==> src/hdl/lpgs_pkg.sv <==
package lpgs_pkg;

	localparam int TIME_W    = 63;
	localparam int PERIOD_W  = 30;
	localparam int RANGE_W   = 36;
	localparam int MINLVL_W  = 16;
	localparam int CFG_W     = 36;
	localparam int CFG_IDX_W = 2;

	localparam logic [TIME_W-1:0]   TIME_MAX          = {TIME_W{1'b1}};
	localparam logic [PERIOD_W-1:0] PERIOD_RESET      = PERIOD_W'(1);
	localparam logic [RANGE_W-1:0]  MIN_RANGE_RESET   = '0;
	localparam logic [RANGE_W-1:0]  MAX_RANGE_RESET   = RANGE_W'(36'd51539607552);
	localparam logic [MINLVL_W-1:0] MIN_LEVEL_RESET   = '0;

	typedef enum logic [CFG_IDX_W-1:0] {
		REG_POINT_PERIOD = 2'd0,
		REG_MIN_RANGE_SQ = 2'd1,
		REG_MAX_RANGE_SQ = 2'd2,
		REG_MIN_LEVEL    = 2'd3
	} cfg_reg_t;

	typedef logic [TIME_W-1:0] time_ns_t;

	// timestamp unit results for the item leaving the input register
	typedef struct packed {
		time_ns_t stamp;
		time_ns_t head_prev;
	} stamp_info_t;

endpackage

==> src/hdl/lpgs_point_if.sv <==
interface lpgs_point_if #(
	parameter int COORD_BITS = 18,
	parameter int LEVEL_BITS = 16
) ();
	import lpgs_pkg::*;

	logic                         valid;
	logic                         ready;
	logic                         first_of_frame;
	logic [TIME_W-1:0]            frame_stamp;
	logic                         last_of_frame;
	logic signed [COORD_BITS-1:0] point_x;
	logic signed [COORD_BITS-1:0] point_y;
	logic signed [COORD_BITS-1:0] point_z;
	logic [LEVEL_BITS-1:0]        level;

	modport source (
		output valid, first_of_frame, frame_stamp, last_of_frame,
		output point_x, point_y, point_z, level,
		input  ready
	);

	modport sink (
		input  valid, first_of_frame, frame_stamp, last_of_frame,
		input  point_x, point_y, point_z, level,
		output ready
	);

endinterface

==> src/hdl/lpgs_result_if.sv <==
interface lpgs_result_if #(
	parameter int COORD_BITS = 18,
	parameter int LEVEL_BITS = 16
) ();
	import lpgs_pkg::*;

	logic                         valid;
	logic                         ready;
	logic [TIME_W-1:0]            out_time;
	logic signed [COORD_BITS-1:0] out_x;
	logic signed [COORD_BITS-1:0] out_y;
	logic signed [COORD_BITS-1:0] out_z;
	logic [LEVEL_BITS-1:0]        out_level;

	modport source (
		output valid, out_time, out_x, out_y, out_z, out_level,
		input  ready
	);

	modport sink (
		input  valid, out_time, out_x, out_y, out_z, out_level,
		output ready
	);

endinterface

==> src/hdl/lpgs_timer.sv <==
module lpgs_timer (
	input  logic                            clk,
	input  logic                            arst_n,
	input  logic                            step,
	input  logic                            first_of_frame,
	input  logic                            last_of_frame,
	input  lpgs_pkg::time_ns_t              frame_stamp,
	input  logic [lpgs_pkg::PERIOD_W-1:0]   period,
	output lpgs_pkg::stamp_info_t           info
);
	import lpgs_pkg::*;

	time_ns_t          running_q;
	time_ns_t          head_q;
	logic [TIME_W:0]   advanced;
	time_ns_t          stamp;

	always_comb begin
		advanced = {1'b0, running_q} + (TIME_W + 1)'(period);
		if (first_of_frame) begin
			stamp = frame_stamp;
		end else if (advanced[TIME_W]) begin
			stamp = TIME_MAX;
		end else begin
			stamp = advanced[TIME_W-1:0];
		end
	end

	assign info.stamp     = stamp;
	assign info.head_prev = head_q;

	always_ff @(posedge clk or negedge arst_n) begin
		if (!arst_n) begin
			running_q <= '0;
			head_q    <= '0;
		end else if (step) begin
			running_q <= stamp;
			// head moves on the last point whether it is kept or not
			if (last_of_frame) begin
				head_q <= stamp;
			end
		end
	end

endmodule

==> src/hdl/lpgs_range_sq.sv <==
module lpgs_range_sq #(
	parameter int COORD_BITS = 18
) (
	input  logic                          clk,
	input  logic                          en,
	input  logic signed [COORD_BITS-1:0]  point_x,
	input  logic signed [COORD_BITS-1:0]  point_y,
	input  logic signed [COORD_BITS-1:0]  point_z,
	output logic [2*COORD_BITS+1:0]       dist_sq
);
	localparam int SQ_W  = 2 * COORD_BITS;
	localparam int SUM_W = SQ_W + 2;

	logic signed [SQ_W-1:0] prod_x, prod_y, prod_z;
	logic [SQ_W-1:0]        sq_x_s2, sq_y_s2, sq_z_s2;

	assign prod_x = point_x * point_x;
	assign prod_y = point_y * point_y;
	assign prod_z = point_z * point_z;

	always_ff @(posedge clk) begin
		if (en) begin
			sq_x_s2 <= SQ_W'(unsigned'(prod_x));
			sq_y_s2 <= SQ_W'(unsigned'(prod_y));
			sq_z_s2 <= SQ_W'(unsigned'(prod_z));
		end
	end

	assign dist_sq = SUM_W'(sq_x_s2) + SUM_W'(sq_y_s2) + SUM_W'(sq_z_s2);

endmodule

==> src/hdl/lidar_point_gate_and_stamp.sv <==
// Lidar point gate and time stamp.
// Points come in on the points channel, one transfer per point, with first and
// last frame flags; the first point of a frame carries the frame stamp. Each
// point gets a timestamp: the frame stamp on a first point, otherwise the
// previous timestamp plus point_period_ns, saturating at the 63-bit maximum.
// Kept points leave on the result channel with their timestamp; points with
// x of zero, low intensity, a stamp not after the previous frame's last stamp
// or a squared range outside [min_range_sq, max_range_sq] are dropped.
// Stages: input register, timestamp and square stage, sum and compare into the
// output register. One point per cycle is taken while the pipeline has room;
// the timestamp add and the squared-range sum set the stage lengths. Registers
// are to be written on the cfg port only while no point is in flight; the block
// does not enforce this. Reset clears the timestamps to zero, empties the
// pipeline and loads the register defaults. When the receiver stalls, the full
// stages hold and the input stalls only once every stage between is occupied.
module lidar_point_gate_and_stamp #(
	parameter int COORD_BITS = 18,
	parameter int LEVEL_BITS = 16
) (
	input  logic                               clk,
	input  logic                               arst_n,
	lpgs_point_if.sink                         points,
	lpgs_result_if.source                      result,
	input  logic                               cfg_we,
	input  logic [lpgs_pkg::CFG_IDX_W-1:0]     cfg_index,
	input  logic [lpgs_pkg::CFG_W-1:0]         cfg_data
);
	import lpgs_pkg::*;

	localparam int SUM_W   = 2 * COORD_BITS + 2;
	localparam int CMP_W   = (SUM_W > RANGE_W) ? SUM_W : RANGE_W;
	localparam int LVL_CMP = (LEVEL_BITS > MINLVL_W) ? LEVEL_BITS : MINLVL_W;

	logic [PERIOD_W-1:0] period_q;
	logic [RANGE_W-1:0]  min_range_q;
	logic [RANGE_W-1:0]  max_range_q;
	logic [MINLVL_W-1:0] min_level_q;

	always_ff @(posedge clk or negedge arst_n) begin
		if (!arst_n) begin
			period_q    <= PERIOD_RESET;
			min_range_q <= MIN_RANGE_RESET;
			max_range_q <= MAX_RANGE_RESET;
			min_level_q <= MIN_LEVEL_RESET;
		end else if (cfg_we) begin
			unique case (cfg_reg_t'(cfg_index))
				REG_POINT_PERIOD: period_q    <= cfg_data[PERIOD_W-1:0];
				REG_MIN_RANGE_SQ: min_range_q <= cfg_data[RANGE_W-1:0];
				REG_MAX_RANGE_SQ: max_range_q <= cfg_data[RANGE_W-1:0];
				REG_MIN_LEVEL:    min_level_q <= cfg_data[MINLVL_W-1:0];
			endcase
		end
	end

	// pipeline control
	logic v_s1, v_s2, out_v_q;
	logic en1, en2, en3;
	logic keep;

	assign en3          = !out_v_q || result.ready;
	assign en2          = !v_s2 || en3;
	assign en1          = !v_s1 || en2;
	assign points.ready = en1;

	always_ff @(posedge clk or negedge arst_n) begin
		if (!arst_n) begin
			v_s1    <= 1'b0;
			v_s2    <= 1'b0;
			out_v_q <= 1'b0;
		end else begin
			if (en1) begin
				v_s1 <= points.valid;
			end
			if (en2) begin
				v_s2 <= v_s1;
			end
			// drop rejected points here
			if (en3) begin
				out_v_q <= v_s2 && keep;
			end
		end
	end

	// stage 1: input register
	logic                         first_s1, last_s1;
	time_ns_t                     stamp_s1;
	logic signed [COORD_BITS-1:0] x_s1, y_s1, z_s1;
	logic [LEVEL_BITS-1:0]        level_s1;

	always_ff @(posedge clk) begin
		if (en1) begin
			first_s1 <= points.first_of_frame;
			last_s1  <= points.last_of_frame;
			stamp_s1 <= points.frame_stamp;
			x_s1     <= points.point_x;
			y_s1     <= points.point_y;
			z_s1     <= points.point_z;
			level_s1 <= points.level;
		end
	end

	stamp_info_t stamp_info;

	lpgs_timer u_timer (
		.clk            (clk),
		.arst_n         (arst_n),
		.step           (v_s1 && en2),
		.first_of_frame (first_s1),
		.last_of_frame  (last_s1),
		.frame_stamp    (stamp_s1),
		.period         (period_q),
		.info           (stamp_info)
	);

	logic [SUM_W-1:0] dist_sq;

	lpgs_range_sq #(
		.COORD_BITS (COORD_BITS)
	) u_range_sq (
		.clk     (clk),
		.en      (en2),
		.point_x (x_s1),
		.point_y (y_s1),
		.point_z (z_s1),
		.dist_sq (dist_sq)
	);

	// stage 2: timestamp, head and squares
	time_ns_t                     time_s2, head_s2;
	logic signed [COORD_BITS-1:0] x_s2, y_s2, z_s2;
	logic [LEVEL_BITS-1:0]        level_s2;

	always_ff @(posedge clk) begin
		if (en2) begin
			time_s2  <= stamp_info.stamp;
			head_s2  <= stamp_info.head_prev;
			x_s2     <= x_s1;
			y_s2     <= y_s1;
			z_s2     <= z_s1;
			level_s2 <= level_s1;
		end
	end

	logic [CMP_W-1:0] dist_ext;
	logic             range_ok, level_ok, time_ok;

	always_comb begin
		dist_ext = CMP_W'(dist_sq);
		range_ok = (dist_ext >= CMP_W'(min_range_q)) && (dist_ext <= CMP_W'(max_range_q));
		level_ok = LVL_CMP'(level_s2) >= LVL_CMP'(min_level_q);
		time_ok  = time_s2 > head_s2;
		keep     = (x_s2 != '0) && level_ok && time_ok && range_ok;
	end

	// stage 3: output register
	always_ff @(posedge clk) begin
		if (en3) begin
			result.out_time  <= time_s2;
			result.out_x     <= x_s2;
			result.out_y     <= y_s2;
			result.out_z     <= z_s2;
			result.out_level <= level_s2;
		end
	end

	assign result.valid = out_v_q;

endmodule
==> src/flat_wrapper.sv <==
// flat-port wrapper written by rule: the top's interface ports become plain ports
module lidar_point_gate_and_stamp_flat import lpgs_pkg::*;
#(
	parameter int COORD_BITS = 18,
	parameter int LEVEL_BITS = 16
)
  (clk, arst_n, cfg_we, cfg_index, cfg_data, points_valid, points_first_of_frame, points_frame_stamp, points_last_of_frame, points_point_x, points_point_y, points_point_z, points_level, points_ready, result_valid, result_out_time, result_out_x, result_out_y, result_out_z, result_out_level, result_ready);
  lpgs_point_if #(.COORD_BITS(COORD_BITS), .LEVEL_BITS(LEVEL_BITS)) points_i ();
  lpgs_result_if #(.COORD_BITS(COORD_BITS), .LEVEL_BITS(LEVEL_BITS)) result_i ();
  input  logic clk;
  input  logic arst_n;
  input  logic cfg_we;
  input  logic [lpgs_pkg::CFG_IDX_W-1:0] cfg_index;
  input  logic [lpgs_pkg::CFG_W-1:0] cfg_data;
  input wire logic [$bits(points_i.valid)-1:0] points_valid;
  input wire logic [$bits(points_i.first_of_frame)-1:0] points_first_of_frame;
  input wire logic [$bits(points_i.frame_stamp)-1:0] points_frame_stamp;
  input wire logic [$bits(points_i.last_of_frame)-1:0] points_last_of_frame;
  input wire logic [$bits(points_i.point_x)-1:0] points_point_x;
  input wire logic [$bits(points_i.point_y)-1:0] points_point_y;
  input wire logic [$bits(points_i.point_z)-1:0] points_point_z;
  input wire logic [$bits(points_i.level)-1:0] points_level;
  output wire logic [$bits(points_i.ready)-1:0] points_ready;
  output wire logic [$bits(result_i.valid)-1:0] result_valid;
  output wire logic [$bits(result_i.out_time)-1:0] result_out_time;
  output wire logic [$bits(result_i.out_x)-1:0] result_out_x;
  output wire logic [$bits(result_i.out_y)-1:0] result_out_y;
  output wire logic [$bits(result_i.out_z)-1:0] result_out_z;
  output wire logic [$bits(result_i.out_level)-1:0] result_out_level;
  input wire logic [$bits(result_i.ready)-1:0] result_ready;
  assign points_i.valid = points_valid;
  assign points_i.first_of_frame = points_first_of_frame;
  assign points_i.frame_stamp = points_frame_stamp;
  assign points_i.last_of_frame = points_last_of_frame;
  assign points_i.point_x = points_point_x;
  assign points_i.point_y = points_point_y;
  assign points_i.point_z = points_point_z;
  assign points_i.level = points_level;
  assign points_ready = points_i.ready;
  assign result_valid = result_i.valid;
  assign result_out_time = result_i.out_time;
  assign result_out_x = result_i.out_x;
  assign result_out_y = result_i.out_y;
  assign result_out_z = result_i.out_z;
  assign result_out_level = result_i.out_level;
  assign result_i.ready = result_ready;
  lidar_point_gate_and_stamp #(.COORD_BITS(COORD_BITS), .LEVEL_BITS(LEVEL_BITS)) u_core (.clk(clk), .arst_n(arst_n), .points(points_i), .result(result_i), .cfg_we(cfg_we), .cfg_index(cfg_index), .cfg_data(cfg_data));
endmodule
==> config.mk <==
export PLATFORM = sky130hd
export DESIGN_NAME = lidar_point_gate_and_stamp_flat
export DESIGN_NICKNAME = d
export VERILOG_FILES = /design/src/hdl/lpgs_pkg.sv /design/src/hdl/lpgs_point_if.sv /design/src/hdl/lpgs_result_if.sv /design/src/hdl/lpgs_timer.sv /design/src/hdl/lpgs_range_sq.sv /design/src/hdl/lidar_point_gate_and_stamp.sv /design/src/flat_wrapper.sv
export SDC_FILE = /design/constraint.sdc
export NUM_CORES = 2
export LEC_CHECK = 0
export ABC_AREA = 1
export BUFFER_PORTS_ARGS = -buffer_cell sky130_fd_sc_hd__buf_4
export CAP_MARGIN = 0
export CORE_ASPECT_RATIO = 1.4
export CORE_MARGIN = 10
export CORE_UTILIZATION = 53
export DETAILED_ROUTE_END_ITERATION = 10
export HOLD_SLACK_MARGIN = 0.12
export PLACE_DENSITY = 0.7
export SETUP_SLACK_MARGIN = 0.3
export SYNTH_ARGS = -nofsm -noshare
export SYNTH_HDL_FRONTEND = slang
export SYNTH_HIERARCHICAL = 1
export SYNTH_SLANG_ARGS = --single-unit
==> constraint.sdc <==
create_clock -name clk -period 26.9 [get_ports clk]
set_clock_uncertainty 0.1 [all_clocks]
set_input_delay 4.035 -clock clk [delete_from_list [all_inputs] [get_ports clk]]
set_output_delay 4.035 -clock clk [all_outputs]
set_load 0.005 [all_outputs]
-- Word level (Yosys, flattened, before mapping)
Index checks and enable logic that the tools add are counted.
Widths: inputs -> output; s select.
- memories: 0
- memory bits (read-only): 0
- memory bits (writable): 0
- output and inout port bits: 135
- input bits: 178
- latch bits: 0
- flip-flop bits (word level): 819
- word-level logic and storage cells: 64
- multipliers: 3
- $add $sub $neg: 3
- equality and inequality tests: 3
- reductions and logical operators: 19
- magnitude comparators: 4
- multiplexer cells: 2
- shifts and indexed selects: 0
- divide/modulo/power cells: 0
- bitwise logic cells: 0
- operator list (kind ; number):
    $mux 63 ; 2
    $mul 18x18->36 ; 3
    $add 63x30->64 ; 1
    $gt 63x63->1 ; 1
    $add 37x36->38 ; 1
    $ge 38x36->1 ; 1
    $le 38x36->1 ; 1
    $add 36x36->37 ; 1
    $reduce_bool 18->1 ; 1
    $ge 16x16->1 ; 1
    $reduce_and 2->1 ; 5
    $logic_and 1x1->1 ; 6
    $eq 2x2->1 const B ; 2
    $logic_not 1->1 ; 3
    $logic_or 1x1->1 ; 3
    $eq 2x1->1 const B ; 1
    $logic_not 2->1 ; 1

-- Longest topological paths before layout
- word-level depth: 6
- mapped depth: 30
- gate-level depth less buffers: 28

-- By module
The synthesis kept the hierarchy.
- by module, submodules not included (module ; area each (um^2) ; times used ; sequential area each (um^2) ; cells an instance):
    lpgs_range_sq ; 41996.5 ; 1 ; 3153.0 ; 5187
    lidar_point_gate_and_stamp ; 22605.4 ; 1 ; 16965.0 ; 1633
    lpgs_timer ; 10069.7 ; 1 ; 3153.0 ; 1608

-- Worst setup path before layout
OpenSTA, ideal clock, no wires.
- path type: input -> register
- from: input result_ready
- to: register u_core.head_s2[0], enable pin
- path buffers: 0
- setup time: 3.023 ns
- arrival time: 10.831 ns
- required time: 23.777 ns
- stages: 2
- setup slack: 12.946 ns
- cells stage by stage: inv_1 > nand3_1
- longest elaborated chain between the ends: 2
- RTL lines (item ; line ; source):
    start, declared ; flat_wrapper.sv:30 ; input wire logic [$bits(result_i.ready)-1:0] result_ready;
    $logic_or 1x1->1 ; lidar_point_gate_and_stamp.sv:60 ; assign en3 = !out_v_q || result.ready;
    $logic_or 1x1->1 ; lidar_point_gate_and_stamp.sv:61 ; assign en2 = !v_s2 || en3;
    via u_core.en2 ; lidar_point_gate_and_stamp.sv:57 ; logic en1, en2, en3;
    end signal, assigned ; lidar_point_gate_and_stamp.sv:136 ; head_s2 <= stamp_info.head_prev;
    end, declared ; lidar_point_gate_and_stamp.sv:129 ; time_ns_t time_s2, head_s2;
The timed path passes the listed nets, and every way through them passes these cells.
A chain may end at the register's enable or synchronous reset.

-- Worst setup path after layout
- from: input result_ready
- to: output points_ready
- longest elaborated chain between the ends: 3
- RTL lines (item ; line ; source):
    $logic_or 1x1->1 ; lidar_point_gate_and_stamp.sv:60 ;
    $logic_or 1x1->1 ; lidar_point_gate_and_stamp.sv:61 ;
    $logic_or 1x1->1 ; lidar_point_gate_and_stamp.sv:62 ; assign en1 = !v_s1 || en2;
    end, declared ; flat_wrapper.sv:23 ; output wire logic [$bits(points_i.ready)-1:0] points_ready;
No other way between the ends.

==> metrics.yaml <==
netlist_top_cells_area: "fa_1 (25%), edfxtp_1 (23%), nand2_1 (11%)"
die_h_um: 464.1
clk_latency_ns: 0.73
timing.final.crit_share_pct: 33.28
fmaxAchievable_mhz: 111.7
synth-edff-count: 569
grt_first_pass_wirelength_um: 309900
post_drt_via_cell_ratio: 5.151
grt_setup_unrepaired: "false"
initial_utilization_pct: 53.47
core_um2: 139700
placement.io_buffers: 312
placementRows: 162
post_synth.cell_area_avg_um2: 8.860
drc: 0
postSynth.topFlopCell: "edfxtp_1"
wl_per_cell_um: 18.55
setup_tns_ns: 0
maxSlewHeadroom_pct: 27.89
cts_hold_buf: 0
postSynthRegisterBits: 816
layout.nets: 10341
crit-reg2reg-launch: "u_core/z_s1[0]$_DFFE_PP_"
min_path_cells: 0
hold_viol: 0
io_pins: 313
place_area_um2: 79000
max-clock-path-buffers: 3
maxCapViolations: 0
groute.usage.overall_pct: 25.40
synth_common_cells: "nand2_1 (2128), inv_1 (2121), fa_1 (921)"
grt_pass1_vias: 58309
worst_r2r_endpoint: "u_core/u_range_sq/sq_z_s2[30]$_DFFE_PP_"
detailedPlacementHpwl_um: 161000
cts_resized: 0
post_layout_nonfiller_instances: 10581
tightestPinTransition_ns: 1.080
final_util_pct: 58.71
critical_path_data_required_time_ns: 22.76
synth.yosys.seq_area_share_pct: 31.16
number_of_clock_sinks: 816
timing.hold.worst.class: "register to register"
die_width_um: 337.2
outcome: "complete, no violations"
clock-root-buffer: "clkbuf_16"
critical_path_class: "input pin to output port"
synth_cell_type_count: 49
post_drt_antenna_nets: 0
startpoint_type: "input pin"
timing.critical_path.to_type: "output port"
finalSetupViolations: 0
tritoncts.num_buffers: 85
whs_endpoint: "u_core/level_s2[14]$_DFFE_PP_"
reg2regPathDepth: 22
layout-drive-gt1-share_pct: 8.000
setup.reg_to_reg.worst_slack_ns: 19.98
cts_htree_levels: 3
post-place-cells: 10420
synthesis.instances: 8428
worstPathArrival_ns: 4.82
die-area_um2: 156500
drt_iter0_markers: 3023
drt-total-wl_um: 196300
yosys_warnings: 6
global_route.overflow_total: 0
grt_max_degree: 125
synth.largest_area_cell: "fa_1"
drt_first_pass_iters: 6
gp_congestion: 0.9705
timing.final.max_slew_violations: 0
synth.most_common_cell: "nand2_1"
crit_path_start: "result_ready"
cts.clk_slew.worst_paths_ns: 0.06
fin_crit_ns: 8.952
cts_tree: "yes"
timing.critical_path.fanout_max: 8
startpoint_of_the_worst_hold_path: "u_core/level_s1[14]$_DFFE_PP_"
post_cts_setup_buffers: 0
ys_async_sr_fraction_pct: 30.27
area_growth_pct: 9.806
yosys.area.top_type_share_pct: 24.69
mappedNetlistArea_um2: 74670
layout_cell_area_excl_fill_um2: 81990
initial_antenna_violation_count: 3
vias_post_dr: 54503
-- layer usage --
metal  up-vias  GRT usage [%]  share of wire [%]
li1      25976              -                  -
met1     26755          28.15                 37
met2      1335          47.37                 53
met3       437          2.553                3.9
met4         0          13.15                5.6
met5         -              0                  0
-- cell families (layout without fill, tap and decap cells) --
logic type	Yosys count	in the layout	share of synthesized area, %
AO/OA/AOI/OAI	533	533	3.975
XOR/XNOR	154	154	1.806
adder cells (fa/ha/maj)	1460	1460	33.72
buffers and inverters	2323	2668	11.74
flip-flops	816	816	31.16
other	1	5	0.005022
AND/OR/NAND/NOR	3141	3141	17.59
-- final cells by class --
class / instances / area, µm²
clock buffers: 116 / 2420
well taps: 1804 / 2257
clock inverters: 43 / 564.3
flip-flops and latches: 816 / 23270
inverters: 2144 / 8049
diodes: 2 / 5.005
multi-input cells: 5291 / 42680
repair buffers: 365 / 2748
fillers: 12374 / 57660
-- critical path, stage by stage --
cell and delay, ns:
buf_4 0.11, inv_1 0.15, nand4_1 0.14, buf_4 0.22
buf_4 0.15
-- how the worst max path moves through the flow --
stage          depth (start not counted)                     endpoint
2_1_floorplan                          2  u_core/head_s2[0]$_DFFE_PP_
3_3_place_gp                           5                 points_ready
3_5_place_dp                           5                 points_ready
4_1_cts                                5                 points_ready
5_1_grt                                5                 points_ready
6_report                               5                 points_ready
-- sequential cells by signal (all words and copies together), names as in the netlist, 18 cells and up --
name,flops
u_core/z_s2,18
u_core/x_s1,18
u_core/z_s1,18
u_core/result.out_time,63
u_core/max_range_q,36
u_core/stamp_s1,63
u_core/min_range_q,36
u_core/u_timer/head_q,63
u_core/result.out_z,18
u_core/x_s2,18
u_core/period_q,30
u_core/u_timer/running_q,63
u_core/y_s1,18
u_core/u_range_sq/sq_z_s2,35
u_core/result.out_x,18
u_core/time_s2,63
u_core/head_s2,63
u_core/u_range_sq/sq_y_s2,35
u_core/result.out_y,18
u_core/u_range_sq/sq_x_s2,35
u_core/y_s2,18
-- stage by stage --
stage | hold WS [ns] | worst slack [ns]
after floorplan | 0.3003 | 12.95
after global routing | 0.3244 | 17.88
after detailed placement | 0.3045 | 17.94
after global placement | 0.3005 | 17.93
final | 0.3082 | 17.95
after CTS | 0.3097 | 17.93
-- cell usage in the layout (no fill, tap or decap), drive strengths merged, types with 2 or more instances in the layout --
master	netlist	final
a21boi	35	35
a21o	19	19
a21oi	217	217
a31o	7	7
a31oi	10	10
and2	24	24
and3	2	2
buf	56	365
bufinv	0	9
clkbuf	123	116
clkinv	5	29
clkinvlp	0	6
conb	1	3
dfrtp	244	244
dfstp	3	3
diode	0	2
edfxtp	569	569
fa	921	921
ha	539	539
inv	2139	2143
nand2	2169	2169
nand3	367	367
nand3b	11	11
nand4	63	63
nor2	372	372
nor3	53	53
nor3b	2	2
nor4	8	8
o21a	5	5
o21ai	208	208
o21bai	30	30
or2	70	70
xnor2	58	58
xor2	96	96
Power is left out: the tool's default activity adds up to more than one toggle a clock period on the data nets, which glitch-free logic cannot reach.
